### src/rtl/bmft_pkg.sv
package bmft_pkg;

    typedef logic [2:0] cmd_code_t;

    localparam cmd_code_t CMD_READ     = 3'd0;
    localparam cmd_code_t CMD_SECTOR   = 3'd1;
    localparam cmd_code_t CMD_TAG      = 3'd2;
    localparam cmd_code_t CMD_BUFFER   = 3'd3;
    localparam cmd_code_t CMD_ERASE    = 3'd4;
    localparam cmd_code_t CMD_COPY     = 3'd5;
    localparam cmd_code_t CMD_UNMAPPED = 3'd6;

    localparam int ADDR_W = 6;
    localparam int TAG_W  = 6;
    localparam int SLOT_W = 2;

    // lsn / pages computed as (lsn * RECIP) >> RECIP_SHIFT, exact for 6-bit lsn
    localparam int RECIP_SHIFT = 12;
    localparam int PROD_W      = 18;

    typedef struct packed {
        logic      load;
        logic      decode;
        logic      cnt_clr;
        logic      cnt_inc;
        logic      emit;
        cmd_code_t code;
        logic      last;
        logic      map_set;
        logic      used_set;
        logic      swap;
    } ctrl_cmd_t;

    typedef struct packed {
        logic write;
        logic in_range;
        logic mapped;
        logic used;
        logic cnt_last;
        logic cnt_is_off;
        logic out_free;
    } ctrl_sts_t;

endpackage

### src/rtl/bmft_ifs.sv
interface bmft_req_if;
    logic       valid;
    logic       ready;
    logic       action;
    logic [5:0] logical_sector;

    modport source (output valid, output action, output logical_sector, input ready);
    modport sink   (input valid, input action, input logical_sector, output ready);
endinterface

interface bmft_op_if;
    logic       valid;
    logic       ready;
    logic [2:0] command;
    logic [5:0] page_address;
    logic [5:0] tag_value;
    logic [1:0] buffer_slot;
    logic       last;

    modport source (output valid, output command, output page_address, output tag_value,
                    output buffer_slot, output last, input ready);
    modport sink   (input valid, input command, input page_address, input tag_value,
                    input buffer_slot, input last, output ready);
endinterface

### src/rtl/bmft_datapath.sv
module bmft_datapath
    import bmft_pkg::*;
#(
    parameter int PAGES_IN_BLOCK = 4,
    parameter int DATA_BLOCKS    = 15
)
(
    input  logic              clk,
    input  logic              rst_n,
    input  logic              in_action,
    input  logic [5:0]        in_lsn,
    input  ctrl_cmd_t         c,
    output ctrl_sts_t         s,
    output logic              out_valid,
    input  logic              out_ready,
    output cmd_code_t         out_command,
    output logic [ADDR_W-1:0] out_page_address,
    output logic [TAG_W-1:0]  out_tag_value,
    output logic [SLOT_W-1:0] out_buffer_slot,
    output logic              out_last
);

    localparam int OFF_W     = $clog2(PAGES_IN_BLOCK);
    localparam int PBN_W     = $clog2(DATA_BLOCKS + 1);
    localparam int LBN_SPAN  = 63 / PAGES_IN_BLOCK + 1;
    localparam int MAP_DEPTH = (DATA_BLOCKS < LBN_SPAN) ? DATA_BLOCKS : LBN_SPAN;
    localparam int MAP_IDX_W = (MAP_DEPTH > 1) ? $clog2(MAP_DEPTH) : 1;
    localparam int RECIP     = ((1 << RECIP_SHIFT) + PAGES_IN_BLOCK - 1) / PAGES_IN_BLOCK;
    localparam int FULL_W    = PBN_W + 7;
    localparam logic [TAG_W-1:0] FREE_TAG = TAG_W'(DATA_BLOCKS % 64);

    logic                      action_reg;
    logic [5:0]                lsn_reg;
    logic [5:0]                lbn_reg;
    logic [OFF_W-1:0]          off_reg;
    logic [OFF_W-1:0]          cnt_reg;
    logic [MAP_DEPTH-1:0]      map_valid_reg;
    logic [PBN_W-1:0]          map_pbn_reg [MAP_DEPTH];
    logic [PAGES_IN_BLOCK-1:0] used_reg [MAP_DEPTH];
    logic [PBN_W-1:0]          free_reg;

    logic                      out_valid_reg;
    cmd_code_t                 out_command_reg;
    logic [ADDR_W-1:0]         out_addr_reg;
    logic [TAG_W-1:0]          out_tag_reg;
    logic [SLOT_W-1:0]         out_slot_reg;
    logic                      out_last_reg;

    logic [ADDR_W-1:0]         addr_next;
    logic [TAG_W-1:0]          tag_next;
    logic [SLOT_W-1:0]         slot_next;

    logic [PROD_W-1:0]         prod;
    logic [5:0]                lbn_calc;
    logic [OFF_W-1:0]          off_calc;
    logic [MAP_IDX_W-1:0]      idx;
    logic                      in_range;
    logic                      mapped;
    logic [PBN_W-1:0]          cur_pbn;
    logic [PBN_W-1:0]          first_pbn;
    logic [PBN_W-1:0]          pbn_sel;
    logic [OFF_W-1:0]          page_sel;
    logic [FULL_W-1:0]         full_addr;
    logic                      out_free;

    assign prod     = PROD_W'(lsn_reg) * PROD_W'(RECIP);
    assign lbn_calc = prod[PROD_W-1:RECIP_SHIFT];
    assign off_calc = OFF_W'(lsn_reg - 6'(12'(lbn_calc) * 12'(PAGES_IN_BLOCK)));

    assign idx       = lbn_reg[MAP_IDX_W-1:0];
    assign in_range  = 16'(lbn_reg) < 16'(DATA_BLOCKS);
    assign mapped    = in_range && map_valid_reg[idx];
    assign cur_pbn   = map_pbn_reg[idx];
    assign first_pbn = PBN_W'(DATA_BLOCKS) - PBN_W'(lbn_reg);
    assign out_free  = !out_valid_reg || out_ready;

    assign s.write      = action_reg;
    assign s.in_range   = in_range;
    assign s.mapped     = mapped;
    assign s.used       = mapped && used_reg[idx][off_reg];
    assign s.cnt_last   = cnt_reg == OFF_W'(PAGES_IN_BLOCK - 1);
    assign s.cnt_is_off = cnt_reg == off_reg;
    assign s.out_free   = out_free;

    always_comb
    begin
        pbn_sel  = (c.code == CMD_TAG && !mapped) ? first_pbn : cur_pbn;
        page_sel = '0;
        if (c.code == CMD_BUFFER || c.code == CMD_COPY)
        begin
            page_sel = cnt_reg;
        end
        else if (c.code == CMD_READ || c.code == CMD_SECTOR)
        begin
            page_sel = off_reg;
        end
        full_addr = FULL_W'(pbn_sel) * FULL_W'(PAGES_IN_BLOCK) + FULL_W'(page_sel);
    end

    always_comb
    begin
        addr_next = '0;
        tag_next  = '0;
        slot_next = '0;
        unique case (c.code)
            CMD_READ:
            begin
                addr_next = full_addr[ADDR_W-1:0];
            end
            CMD_SECTOR:
            begin
                addr_next = full_addr[ADDR_W-1:0];
                tag_next  = lsn_reg;
            end
            CMD_TAG:
            begin
                addr_next = full_addr[ADDR_W-1:0];
                tag_next  = mapped ? FREE_TAG : lbn_reg;
            end
            CMD_BUFFER:
            begin
                addr_next = full_addr[ADDR_W-1:0];
                slot_next = SLOT_W'(cnt_reg);
            end
            CMD_ERASE:
            begin
                addr_next = full_addr[ADDR_W-1:0];
                addr_next = ADDR_W'(cur_pbn);
            end
            CMD_COPY:
            begin
                addr_next = full_addr[ADDR_W-1:0];
                tag_next  = (cnt_reg == off_reg) ? lsn_reg : '0;
                slot_next = SLOT_W'(cnt_reg);
            end
            default:
            begin
                addr_next = '0;
            end
        endcase
    end

    always_ff @(posedge clk)
    begin
        if (c.load)
        begin
            action_reg <= in_action;
            lsn_reg    <= in_lsn;
        end
        if (c.decode)
        begin
            lbn_reg <= lbn_calc;
            off_reg <= off_calc;
        end
        if (c.map_set)
        begin
            map_pbn_reg[idx] <= first_pbn;
        end
        else if (c.swap)
        begin
            map_pbn_reg[idx] <= free_reg;
        end
        if (c.emit)
        begin
            out_command_reg <= c.code;
            out_addr_reg    <= addr_next;
            out_tag_reg     <= tag_next;
            out_slot_reg    <= slot_next;
            out_last_reg    <= c.last;
        end
    end

    always_ff @(posedge clk or negedge rst_n)
    begin
        if (!rst_n)
        begin
            cnt_reg       <= '0;
            map_valid_reg <= '0;
            free_reg      <= '0;
            out_valid_reg <= 1'b0;
            for (int i = 0; i < MAP_DEPTH; i++)
            begin
                used_reg[i] <= '0;
            end
        end
        else
        begin
            if (c.cnt_clr)
            begin
                cnt_reg <= '0;
            end
            else if (c.cnt_inc)
            begin
                cnt_reg <= cnt_reg + OFF_W'(1);
            end
            if (c.map_set)
            begin
                map_valid_reg[idx] <= 1'b1;
            end
            if (c.swap)
            begin
                free_reg <= cur_pbn;
            end
            if (c.used_set)
            begin
                used_reg[idx][off_reg] <= 1'b1;
            end
            if (c.emit)
            begin
                out_valid_reg <= 1'b1;
            end
            else if (out_ready)
            begin
                out_valid_reg <= 1'b0;
            end
        end
    end

    assign out_valid        = out_valid_reg;
    assign out_command      = out_command_reg;
    assign out_page_address = out_addr_reg;
    assign out_tag_value    = out_tag_reg;
    assign out_buffer_slot  = out_slot_reg;
    assign out_last         = out_last_reg;

    a_swap_frees_old: assert property (@(posedge clk) disable iff (!rst_n)
        c.swap |=> free_reg == $past(cur_pbn))
        else $error("free block does not hold the old block after swap");

    a_map_set_fresh: assert property (@(posedge clk) disable iff (!rst_n)
        c.map_set |-> (in_range && !mapped))
        else $error("map set on a mapped or out of range block");

endmodule

### src/rtl/bmft_ctrl.sv
module bmft_ctrl
    import bmft_pkg::*;
(
    input  logic      clk,
    input  logic      rst_n,
    input  logic      in_valid,
    output logic      in_ready,
    output ctrl_cmd_t c,
    input  ctrl_sts_t s
);

    localparam logic [2:0] S_IDLE     = 3'd0;
    localparam logic [2:0] S_DECODE   = 3'd1;
    localparam logic [2:0] S_DISPATCH = 3'd2;
    localparam logic [2:0] S_SECTOR   = 3'd3;
    localparam logic [2:0] S_BUF      = 3'd4;
    localparam logic [2:0] S_ERASE    = 3'd5;
    localparam logic [2:0] S_FREE     = 3'd6;
    localparam logic [2:0] S_COPY     = 3'd7;

    logic [2:0] state_reg;
    logic [2:0] state_next;

    assign in_ready = state_reg == S_IDLE;

    always_comb
    begin
        c          = '0;
        state_next = state_reg;
        unique case (state_reg)
            S_IDLE:
            begin
                if (in_valid)
                begin
                    c.load     = 1'b1;
                    state_next = S_DECODE;
                end
            end
            S_DECODE:
            begin
                c.decode   = 1'b1;
                c.cnt_clr  = 1'b1;
                state_next = S_DISPATCH;
            end
            S_DISPATCH:
            begin
                priority if (!s.write)
                begin
                    if (s.out_free)
                    begin
                        c.emit     = 1'b1;
                        c.code     = s.mapped ? CMD_READ : CMD_UNMAPPED;
                        c.last     = 1'b1;
                        state_next = S_IDLE;
                    end
                end
                else if (!s.in_range)
                begin
                    state_next = S_IDLE;
                end
                else if (!s.mapped)
                begin
                    if (s.out_free)
                    begin
                        c.emit     = 1'b1;
                        c.code     = CMD_TAG;
                        c.map_set  = 1'b1;
                        state_next = S_SECTOR;
                    end
                end
                else if (!s.used)
                begin
                    state_next = S_SECTOR;
                end
                else
                begin
                    state_next = S_BUF;
                end
            end
            S_SECTOR:
            begin
                if (s.out_free)
                begin
                    c.emit     = 1'b1;
                    c.code     = CMD_SECTOR;
                    c.last     = 1'b1;
                    c.used_set = 1'b1;
                    state_next = S_IDLE;
                end
            end
            S_BUF:
            begin
                if (s.cnt_is_off || s.out_free)
                begin
                    c.emit = !s.cnt_is_off;
                    c.code = CMD_BUFFER;
                    if (s.cnt_last)
                    begin
                        c.cnt_clr  = 1'b1;
                        state_next = S_ERASE;
                    end
                    else
                    begin
                        c.cnt_inc = 1'b1;
                    end
                end
            end
            S_ERASE:
            begin
                if (s.out_free)
                begin
                    c.emit     = 1'b1;
                    c.code     = CMD_ERASE;
                    state_next = S_FREE;
                end
            end
            S_FREE:
            begin
                if (s.out_free)
                begin
                    c.emit     = 1'b1;
                    c.code     = CMD_TAG;
                    c.swap     = 1'b1;
                    state_next = S_COPY;
                end
            end
            S_COPY:
            begin
                if (s.out_free)
                begin
                    c.emit = 1'b1;
                    c.code = CMD_COPY;
                    c.last = s.cnt_last;
                    if (s.cnt_last)
                    begin
                        state_next = S_IDLE;
                    end
                    else
                    begin
                        c.cnt_inc = 1'b1;
                    end
                end
            end
            default:
            begin
                state_next = S_IDLE;
            end
        endcase
    end

    always_ff @(posedge clk or negedge rst_n)
    begin
        if (!rst_n)
        begin
            state_reg <= S_IDLE;
        end
        else
        begin
            state_reg <= state_next;
        end
    end

    a_emit_has_room: assert property (@(posedge clk) disable iff (!rst_n)
        c.emit |-> s.out_free)
        else $error("beat issued while output register is full");

    a_accept_decodes: assert property (@(posedge clk) disable iff (!rst_n)
        (in_valid && in_ready) |=> state_reg == S_DECODE)
        else $error("accepted request not decoded");

    a_last_ends_run: assert property (@(posedge clk) disable iff (!rst_n)
        (c.emit && c.last) |=> state_reg == S_IDLE)
        else $error("run did not end after last beat");

endmodule

### src/rtl/block_mapped_flash_translation.sv
// First command beat: registered from S_DISPATCH for a read or a first write, from S_SECTOR
// for a write to a fresh page of a mapped block, from S_BUF for a rewrite; an out of range
// write is ignored. Up to one beat per cycle from the single output register while op.ready
// holds; a new request is taken only in S_IDLE, after the run ends. A rewrite runs longest,
// as its page walk visits every page in S_BUF and again in S_COPY.
// Reset: block map unmapped, page marks cleared, free block 0, all at once; no clearing pass.
module block_mapped_flash_translation
    import bmft_pkg::*;
#(
    parameter int PAGES_IN_BLOCK = 4,
    parameter int DATA_BLOCKS    = 15
)
(
    input  logic  clk,
    input  logic  rst_n,
    bmft_req_if.sink  req,
    bmft_op_if.source op
);

    ctrl_cmd_t c;
    ctrl_sts_t s;
    logic      in_ready;

    assign req.ready = in_ready;

    bmft_ctrl u_ctrl (
        .clk      (clk),
        .rst_n    (rst_n),
        .in_valid (req.valid),
        .in_ready (in_ready),
        .c        (c),
        .s        (s)
    );

    bmft_datapath #(
        .PAGES_IN_BLOCK (PAGES_IN_BLOCK),
        .DATA_BLOCKS    (DATA_BLOCKS)
    ) u_datapath (
        .clk              (clk),
        .rst_n            (rst_n),
        .in_action        (req.action),
        .in_lsn           (req.logical_sector),
        .c                (c),
        .s                (s),
        .out_valid        (op.valid),
        .out_ready        (op.ready),
        .out_command      (op.command),
        .out_page_address (op.page_address),
        .out_tag_value    (op.tag_value),
        .out_buffer_slot  (op.buffer_slot),
        .out_last         (op.last)
    );

endmodule
### src/flat_wrapper.sv
// flat-port wrapper written by rule: the top's interface ports become plain ports
module block_mapped_flash_translation_flat import bmft_pkg::*;
#(
    parameter int PAGES_IN_BLOCK = 4,
    parameter int DATA_BLOCKS    = 15
)
  (clk, rst_n, req_valid, req_action, req_logical_sector, req_ready, op_valid, op_command, op_page_address, op_tag_value, op_buffer_slot, op_last, op_ready);
  bmft_req_if req_i ();
  bmft_op_if op_i ();
  input  logic clk;
  input  logic rst_n;
  input wire logic [$bits(req_i.valid)-1:0] req_valid;
  input wire logic [$bits(req_i.action)-1:0] req_action;
  input wire logic [$bits(req_i.logical_sector)-1:0] req_logical_sector;
  output wire logic [$bits(req_i.ready)-1:0] req_ready;
  output wire logic [$bits(op_i.valid)-1:0] op_valid;
  output wire logic [$bits(op_i.command)-1:0] op_command;
  output wire logic [$bits(op_i.page_address)-1:0] op_page_address;
  output wire logic [$bits(op_i.tag_value)-1:0] op_tag_value;
  output wire logic [$bits(op_i.buffer_slot)-1:0] op_buffer_slot;
  output wire logic [$bits(op_i.last)-1:0] op_last;
  input wire logic [$bits(op_i.ready)-1:0] op_ready;
  assign req_i.valid = req_valid;
  assign req_i.action = req_action;
  assign req_i.logical_sector = req_logical_sector;
  assign req_ready = req_i.ready;
  assign op_valid = op_i.valid;
  assign op_command = op_i.command;
  assign op_page_address = op_i.page_address;
  assign op_tag_value = op_i.tag_value;
  assign op_buffer_slot = op_i.buffer_slot;
  assign op_last = op_i.last;
  assign op_i.ready = op_ready;
  block_mapped_flash_translation #(.PAGES_IN_BLOCK(PAGES_IN_BLOCK), .DATA_BLOCKS(DATA_BLOCKS)) u_core (.clk(clk), .rst_n(rst_n), .req(req_i), .op(op_i));
endmodule
### config.mk
export PLATFORM = sky130hd
export DESIGN_NAME = block_mapped_flash_translation_flat
export DESIGN_NICKNAME = d
export VERILOG_FILES = /design/src/rtl/bmft_pkg.sv /design/src/rtl/bmft_ifs.sv /design/src/rtl/bmft_datapath.sv /design/src/rtl/bmft_ctrl.sv /design/src/rtl/block_mapped_flash_translation.sv /design/src/flat_wrapper.sv
export SDC_FILE = /design/constraint.sdc
export NUM_CORES = 1
export LEC_CHECK = 0
export BUFFER_PORTS_ARGS = -buffer_cell sky130_fd_sc_hd__buf_2
export CORE_MARGIN = 1
export CORE_UTILIZATION = 61
export DETAILED_ROUTE_END_ITERATION = 10
export PLACE_DENSITY = 0.79
export REMOVE_ABC_BUFFERS = 1
export SLEW_MARGIN = 10
export SYNTH_ARGS = -nofsm -noshare
export SYNTH_HDL_FRONTEND = slang
export SYNTH_SLANG_ARGS = --single-unit
### constraint.sdc
create_clock -name clk -period 3.67 [get_ports clk]
set_input_delay 0.1835 -clock clk [delete_from_list [all_inputs] [get_ports clk]]
set_output_delay 0.1835 -clock clk [all_outputs]
set_load 0.005 [all_outputs]
* Word level (Yosys, flattened, before mapping)
Memory sizes are Yosys's and may differ from the RTL's. A register that Yosys moved wholly into a read port is not among the register bits.
Cells that the tools add are included.
** Word-level totals
- Register bits :: 116
- Bits in writable memories :: 60
- Input bits :: 11
- Word-level logic and storage cells :: 159
- Memories kept :: 1
** Cells by class
- $add $sub $neg :: 4
- Order comparisons :: 7
- Eq/ne operators :: 22
- Multiplexer cells :: 72
- Bitwise logic cells :: 4
- Reductions and logical operators :: 20
** Memory list
- u_core.u_datapath.map_pbn_reg :: words 15, bits a word 4, rd ports 1, clocked after Yosys merged registers in 1, write ports 1, line bmft_datapath.sv:38 : logic [PBN_W-1:0] map_pbn_reg [MAP_DEPTH];
** Operators with widths (number)
- $or 60x60->60 :: 1
- $mux 4 :: 12
- $mux 3 :: 14
- $mux 1 :: 24
- $pmux 3 s8 :: 1
- $pmux 4 s6 :: 1
- $eq 3x3->1 const B :: 6
- $mux 6 :: 3
- $pmux 6 s3 :: 1
- $bmux 4 s4 :: 1
- $demux 4 s4 :: 1
- $or 15x15->15 :: 1
- $ne 2x2->1 const B :: 7
- $eq 3x2->1 const B :: 4
- $pmux 6 s2 :: 1
- $mux 5 :: 2
- $mux 2 :: 4
- $reduce_and 8->1 :: 1
- $add 6x2->6 :: 1
- $eq 3x1->1 const B :: 2
- $logic_and 1x1->1 :: 6
- $logic_not 3->1 :: 2
- $ge 5x5->1 const B :: 1
- $lt 4x5->1 const B :: 1
- 24 further kinds :: 31

* Depth between registers and ports, before layout
- Word-level depth :: 13
- Mapped depth :: 9
- Gate-level depth less buffers :: 6

* By module
A second synthesis with hierarchy kept.
** Unflattened totals
- Cell total of the unflattened synthesis :: 577
- Area total of the unflattened synthesis :: 7990.2 µm²
** Modules (own cells, without submodules)
- bmft_datapath :: times used 1, cells each 502, area an instance 7484.7 µm², seq. area each 4864.7 µm²
- bmft_ctrl :: times used 1, cells each 75, area an instance 505.5 µm², seq. area each 75.1 µm²

* Least setup slack after synthesis
Ideal clock, no wire load.
- Kind :: reg2reg
- Start :: register u_core.u_datapath.lbn_reg[1]
- End :: register u_core.u_datapath.out_slot_reg[0] (netlist: u_core.u_datapath.out_buffer_slot[0]) (enable)
- Data arrival time :: 2.883 ns
- Data required time :: 3.247 ns
- Slack :: 0.365 ns
- Cell stages (with the launch flop) :: 7
- Buffers on the path :: 1
- Cell sequence :: edfxtp_1 > buf_6 > mux2_1 > a2bb2oi_1 > o211a_2 > nand2_1 > o31ai_1
** RTL lines
- start: declaration :: line bmft_datapath.sv:34 : logic [5:0] lbn_reg;
- start signal: assignment :: line bmft_datapath.sv:152 : lbn_reg <= lbn_calc;
- end signal: assignment :: line bmft_datapath.sv:168 : out_slot_reg <= slot_next;
- end: declaration :: line bmft_datapath.sv:46 : logic [SLOT_W-1:0] out_slot_reg;

* Worst setup path in the final report
- Start :: register u_core.u_datapath.lbn_reg[1]
- End :: register u_core.u_ctrl.state_reg[2]
** Between the ends
- Longest elaborated chain between the ends :: 12
- Elaborated cells between the ends (all ways) :: 18
- Those cells by class :: order compare: 1; eq/ne: 1; mux: 12; bitwise: 1; reduce/logical: 3
** RTL lines
- $not 4->5 (not written as such) :: line bmft_datapath.sv:80 : assign s.used = mapped && used_reg[idx][off_reg];
- $bmux 4 s4 :: line bmft_datapath.sv:80
- $mux 4 (not written as such) (2 in series) :: line bmft_datapath.sv:80
- $bmux 1 s2 :: line bmft_datapath.sv:80
- $mux 1 (not written as such) :: line bmft_datapath.sv:80
- $logic_and 1x1->1 :: line bmft_datapath.sv:80
- $mux 3 :: line bmft_ctrl.sv:71 : else if (!s.used)
- $mux 3 :: line bmft_ctrl.sv:61 : else if (!s.mapped)
- $mux 3 :: line bmft_ctrl.sv:57 : else if (!s.in_range)
- $mux 3 :: line bmft_ctrl.sv:47 : priority if (!s.write)
- $pmux 3 s8 :: line bmft_ctrl.sv:30 : unique case (state_reg)
- end signal: assignment :: line bmft_ctrl.sv:159 : state_reg <= state_next;
- end: declaration :: line bmft_ctrl.sv:21 : logic [2:0] state_reg;
Parallel ways exist; a longest one is shown, timed or not. The select of a mux whose other input is x is not followed.
A chain may end at the register's enable or synchronous reset.

==> report_table.html <==
<table>
<tr><th>Metric</th><th>Value</th></tr>
<tr><th colspan="2">Synthesis</th></tr>
<tr><td>Post-synth design cell area</td><td>7840 µm²</td></tr>
<tr><td>Proportion of synthesized chip area in sequential cells</td><td>63.01%</td></tr>
<tr><td>Top cells by instance count after synthesis</td><td>edfxtp_1, dfrtp_1, o21bai_1</td></tr>
<tr><td>Number of cells produced by synthesis</td><td>562</td></tr>
<tr><td>Seq cells post-synth</td><td>180</td></tr>
<tr><td>Cell types occupying the most area after synthesis</td><td>edfxtp_1, dfrtp_1, mux4_2</td></tr>
<tr><td>Number of distinct library cell variants in the gate-level netlist after synthesis</td><td>64</td></tr>
<tr><td>Yosys warnings</td><td>0</td></tr>
<tr><td>Top-count cell post-synth</td><td>edfxtp_1</td></tr>
<tr><td>Syn_area_per_cell</td><td>13.95 µm²</td></tr>
<tr><td>Cell type with the largest total area after synthesis</td><td>edfxtp_1</td></tr>
<tr><td>Synth top area share</td><td>34.85%</td></tr>
<tr><td>Synth async-reset ratio</td><td>47.22%</td></tr>
<tr><td>Number of enable-type register cells in the synthesized netlist</td><td>91</td></tr>
<tr><td>Predominant post-synthesis flop cell</td><td>edfxtp_1</td></tr>
<tr><th colspan="2">STA</th></tr>
<tr><td>Measured slew at the worst slew-check pin</td><td>1.070 ns</td></tr>
<tr><td>Portion of the clock cycle consumed by the worst path in the final layout</td><td>77.14%</td></tr>
<tr><td>Final hold viol count</td><td>0</td></tr>
<tr><td>Fin Clk Skew</td><td>0.007243 ns</td></tr>
<tr><td>Setup repair after global routing missed its margin</td><td>no</td></tr>
<tr><td>Number of setup violations in the final report</td><td>0</td></tr>
<tr><td>Upper clock frequency limit</td><td>353.2 MHz</td></tr>
<tr><td>Final hold slack</td><td>0.1897 ns</td></tr>
<tr><td>Min setup slack post-route</td><td>0.8389 ns</td></tr>
<tr><td>Final period demand of the worst path</td><td>2.831 ns</td></tr>
<tr><td>Final-report max-slew violation count</td><td>0</td></tr>
<tr><td>Slew margin rel.</td><td>28.69%</td></tr>
<tr><th colspan="2">Outcome</th></tr>
<tr><td>Outcome</td><td>finished, final reports clean</td></tr>
<tr><th colspan="2">CTS</th></tr>
<tr><td>Clock latency of the later-clocked register in the worst-skew pair</td><td>0.43 ns</td></tr>
<tr><td>Number of buffers between clock root and the deepest sink</td><td>2</td></tr>
<tr><td>Clock transition at the register clock pins on the worst setup and hold paths after CTS</td><td>0.07 ns</td></tr>
<tr><td>Quantity of gates resized following cts</td><td>0</td></tr>
<tr><td>CTS tree</td><td>built</td></tr>
<tr><td>Root Driver</td><td>clkbuf_16</td></tr>
<tr><td>Total CTS buffers</td><td>17</td></tr>
<tr><td>Clock tree sinks</td><td>180</td></tr>
<tr><td>H-tree depth</td><td>4</td></tr>
<tr><th colspan="2">Final layout</th></tr>
<tr><td>Area growth from synthesis to layout</td><td>11.91%</td></tr>
<tr><td>Count of nets after finishing</td><td>611</td></tr>
<tr><td>Flip-flop and latch area</td><td>4940 µm²</td></tr>
<tr><td>Share of cells above drive strength 1</td><td>18.79%</td></tr>
<tr><td>Footprint of the multi-input gates</td><td>2694 µm²</td></tr>
<tr><td>Number of diodes</td><td>0</td></tr>
<tr><td>Final instance count without filler cells</td><td>784</td></tr>
<tr><td>Utilization after layout</td><td>69.81%</td></tr>
<tr><td>Fill cell total of the finished layout</td><td>835</td></tr>
<tr><th colspan="2">Placed design</th></tr>
<tr><td>Number of cells in the design after placement</td><td>744</td></tr>
<tr><td>Placement-stage worst setup slack</td><td>0.9877 ns</td></tr>
<tr><td>Half-perimeter wire length after placement</td><td>11800 µm</td></tr>
<tr><td>Routability congestion estimate</td><td>0.8714</td></tr>
<tr><td>Number of buffers added on ports</td><td>30</td></tr>
<tr><th colspan="2">Floorplanning</th></tr>
<tr><td>Die outline width</td><td>115.4 µm</td></tr>
<tr><td>Core footprint</td><td>12570 µm²</td></tr>
<tr><td>Initial cell density of the core</td><td>62.38%</td></tr>
<tr><td>I/O Pins</td><td>31</td></tr>
<tr><td>Area of the die</td><td>13310 µm²</td></tr>
<tr><td>Die Ht</td><td>115.4 µm</td></tr>
<tr><td>Site row count</td><td>41</td></tr>
<tr><th colspan="2">Critical path</th></tr>
<tr><td>Source of the worst register-to-register timing path</td><td>u_core.u_datapath.lbn_reg[1]$_DFFE_PP_</td></tr>
<tr><td>Capture instance of the worst register-to-register path</td><td>u_core.u_ctrl.state_reg[2]$_DFFE_PN0P_</td></tr>
<tr><td>Startpoint of the most critical setup path</td><td>u_core.u_datapath.lbn_reg[1]$_DFFE_PP_</td></tr>
<tr><td>CP cell instances</td><td>buf_4 -&gt; mux2i_1 -&gt; nor3_1 -&gt; a2111oi_0 -&gt; a31oi_1 -&gt; a31o_1 -&gt; a41o_1</td></tr>
<tr><td>WP buf/inv</td><td>1</td></tr>
<tr><td>Critical setup path kind</td><td>reg2reg</td></tr>
<tr><td>Slowest cell on the critical path</td><td>edfxtp_1</td></tr>
<tr><td>Path depth of the worst reg2reg path</td><td>7</td></tr>
<tr><td>Cell class contributing the biggest share of worst-path delay</td><td>compound AO/OA/AOI/OAI gates</td></tr>
<tr><td>Required time worst endpoint</td><td>3.99 ns</td></tr>
<tr><td>Largest fanout of any net on the critical path</td><td>29</td></tr>
<tr><td>Setup crit start kind</td><td>register</td></tr>
<tr><td>Number of cells on the critical path</td><td>7</td></tr>
<tr><td>Data arrival, critical path</td><td>3.16 ns</td></tr>
<tr><td>Critical path's largest stage delay</td><td>0.60 ns</td></tr>
<tr><td>Critical path capture point</td><td>u_core.u_ctrl.state_reg[2]$_DFFE_PN0P_</td></tr>
<tr><td>Capturing element type of the critical path</td><td>register</td></tr>
<tr><td>Slack of the worst reg-to-reg path</td><td>0.84 ns</td></tr>
<tr><th colspan="2">Detailed routing</th></tr>
<tr><td>First-pass iteration count of the detailed router</td><td>5</td></tr>
<tr><td>Post-route ant nets</td><td>0</td></tr>
<tr><td>Total wire length</td><td>17730 µm</td></tr>
<tr><td>Number of vias after detailed routing</td><td>5025</td></tr>
<tr><td>Vias per cell</td><td>6.409</td></tr>
<tr><td>Average detailed-routed wire length per instance</td><td>22.61 µm</td></tr>
<tr><td>Drc violations</td><td>0</td></tr>
<tr><td>Iter 0 DRT Violations</td><td>648</td></tr>
<tr><th colspan="2">Global routing</th></tr>
<tr><td>Vias in the first global route</td><td>4924</td></tr>
<tr><td>Initial antenna violation count</td><td>0</td></tr>
<tr><td>All-Layer GR Usage</td><td>28.79%</td></tr>
<tr><td>Wire length of the first global-routing pass</td><td>27360 µm</td></tr>
<tr><td>Maximum number of pins on one net before global-route repair</td><td>86</td></tr>
<tr><td>GR Overflow Total</td><td>0</td></tr>
<tr><th colspan="2">Power</th></tr>
<tr><td>Lkg Pwr</td><td>3.711 nW</td></tr>
<tr><td>Final Total Pwr</td><td>7.035 mW</td></tr>
<tr><td>Maximum vdd drop</td><td>0.0004673 V</td></tr>
<tr><td>Total power divided by cell area</td><td>801.8 nW/µm²</td></tr>
<tr><th colspan="2">Flow run</th></tr>
<tr><td>Count of max-cap constraint violations</td><td>0</td></tr>
<tr><th colspan="2">Min path</th></tr>
<tr><td>Class of the tightest hold or removal check</td><td>in2reg</td></tr>
<tr><td>Count of cells along the worst hold path</td><td>5</td></tr>
</table>
[power by group]
group | leakage [nW] | internal, mW | total [mW] | switching, mW
clock network | 0.265 | 1.02 | 1.75 | 0.732
registers | 2.01 | 2.73 | 3.16 | 0.436
logic | 1.44 | 0.942 | 2.13 | 1.18
[cell type report]
cell class / count / share of cell area, %
flip-flops and latches: 180 / 56.30
repair buffers: 49 / 3.736
clock inverters: 9 / 1.198
inverters: 9 / 0.3851
well taps: 172 / 2.453
clock buffers: 23 / 5.220
multi-input cells: 342 / 30.70
[kinds of logic (layout without fill, tap and decap cells)]
kind of cell | count (synthesis) | count (layout) | share of synthesized area, %
AND/OR/NAND/NOR | 140 | 140 | 8.442
buffers and inverters | 40 | 90 | 2.697
multiplexers | 54 | 54 | 11.67
adder cells (fa/ha/maj) | 1 | 1 | 0.1596
XOR/XNOR | 4 | 4 | 0.4469
flip-flops | 180 | 180 | 63.01
AO/OA/AOI/OAI | 143 | 143 | 13.58
[stage by stage]
step                TNS, ns  area, µm²
floorplan            -4.936       7662
global placement          0       8130
detailed placement        0       8130
CTS                       0       8773
global route              0       8773
finish                    0       8773
[cell usage in the layout (no fill, tap or decap), types with 12 or more instances in the layout]
| cell | count |
|---|---|
| dfrtp_1 | 85 |
| a21oi_1 | 12 |
| a21o_1 | 30 |
| mux2i_1 | 19 |
| edfxtp_1 | 91 |
| clkbuf_16 | 17 |
| nor2_1 | 43 |
| o21bai_1 | 46 |
| nand3_1 | 12 |
| nand2_1 | 39 |
| mux4_2 | 25 |
| buf_2 | 29 |
[layer usage]
layer	vias up	track usage, %	wire [µm]
li1	2194	-	-
met1	2499	38.17	7137
met2	283	44.03	8590
met3	49	8.962	1490
met4	0	12.99	508
met5	-	0	0
[worst register-to-register path: stages, from the launching register on]
cell and delay, ns:
edfxtp_1 0.60, buf_4 0.45, mux2i_1 0.29, nor3_1 0.09, a2111oi_0 0.58, a31oi_1 0.22
a31o_1 0.28, a41o_1 0.22
[worst min path at each step]
stage                     startpoint                                endpoint  slack, ns
3_5_place_dp   req_logical_sector[3]  u_core.u_datapath.lsn_reg[3]$_DFFE_PP_       0.36
3_3_place_gp   req_logical_sector[1]  u_core.u_datapath.lsn_reg[1]$_DFFE_PP_       0.36
6_report                    op_ready  u_core.u_ctrl.state_reg[1]$_DFFE_PN0P_       0.19
5_1_grt                     op_ready  u_core.u_ctrl.state_reg[1]$_DFFE_PN0P_       0.21
2_1_floorplan                  rst_n  u_core.u_ctrl.state_reg[0]$_DFFE_PN0P_      -0.11
4_1_cts                     op_ready  u_core.u_ctrl.state_reg[1]$_DFFE_PN0P_       0.17
[what timing repair did]
action,in CTS,in global routing
setup buffers,0,0
hold buffers,8,0
endpoints found under the setup margin,0,0
endpoints found under the hold margin,84,0
Note: power is estimated with default switching activity, not from simulation.
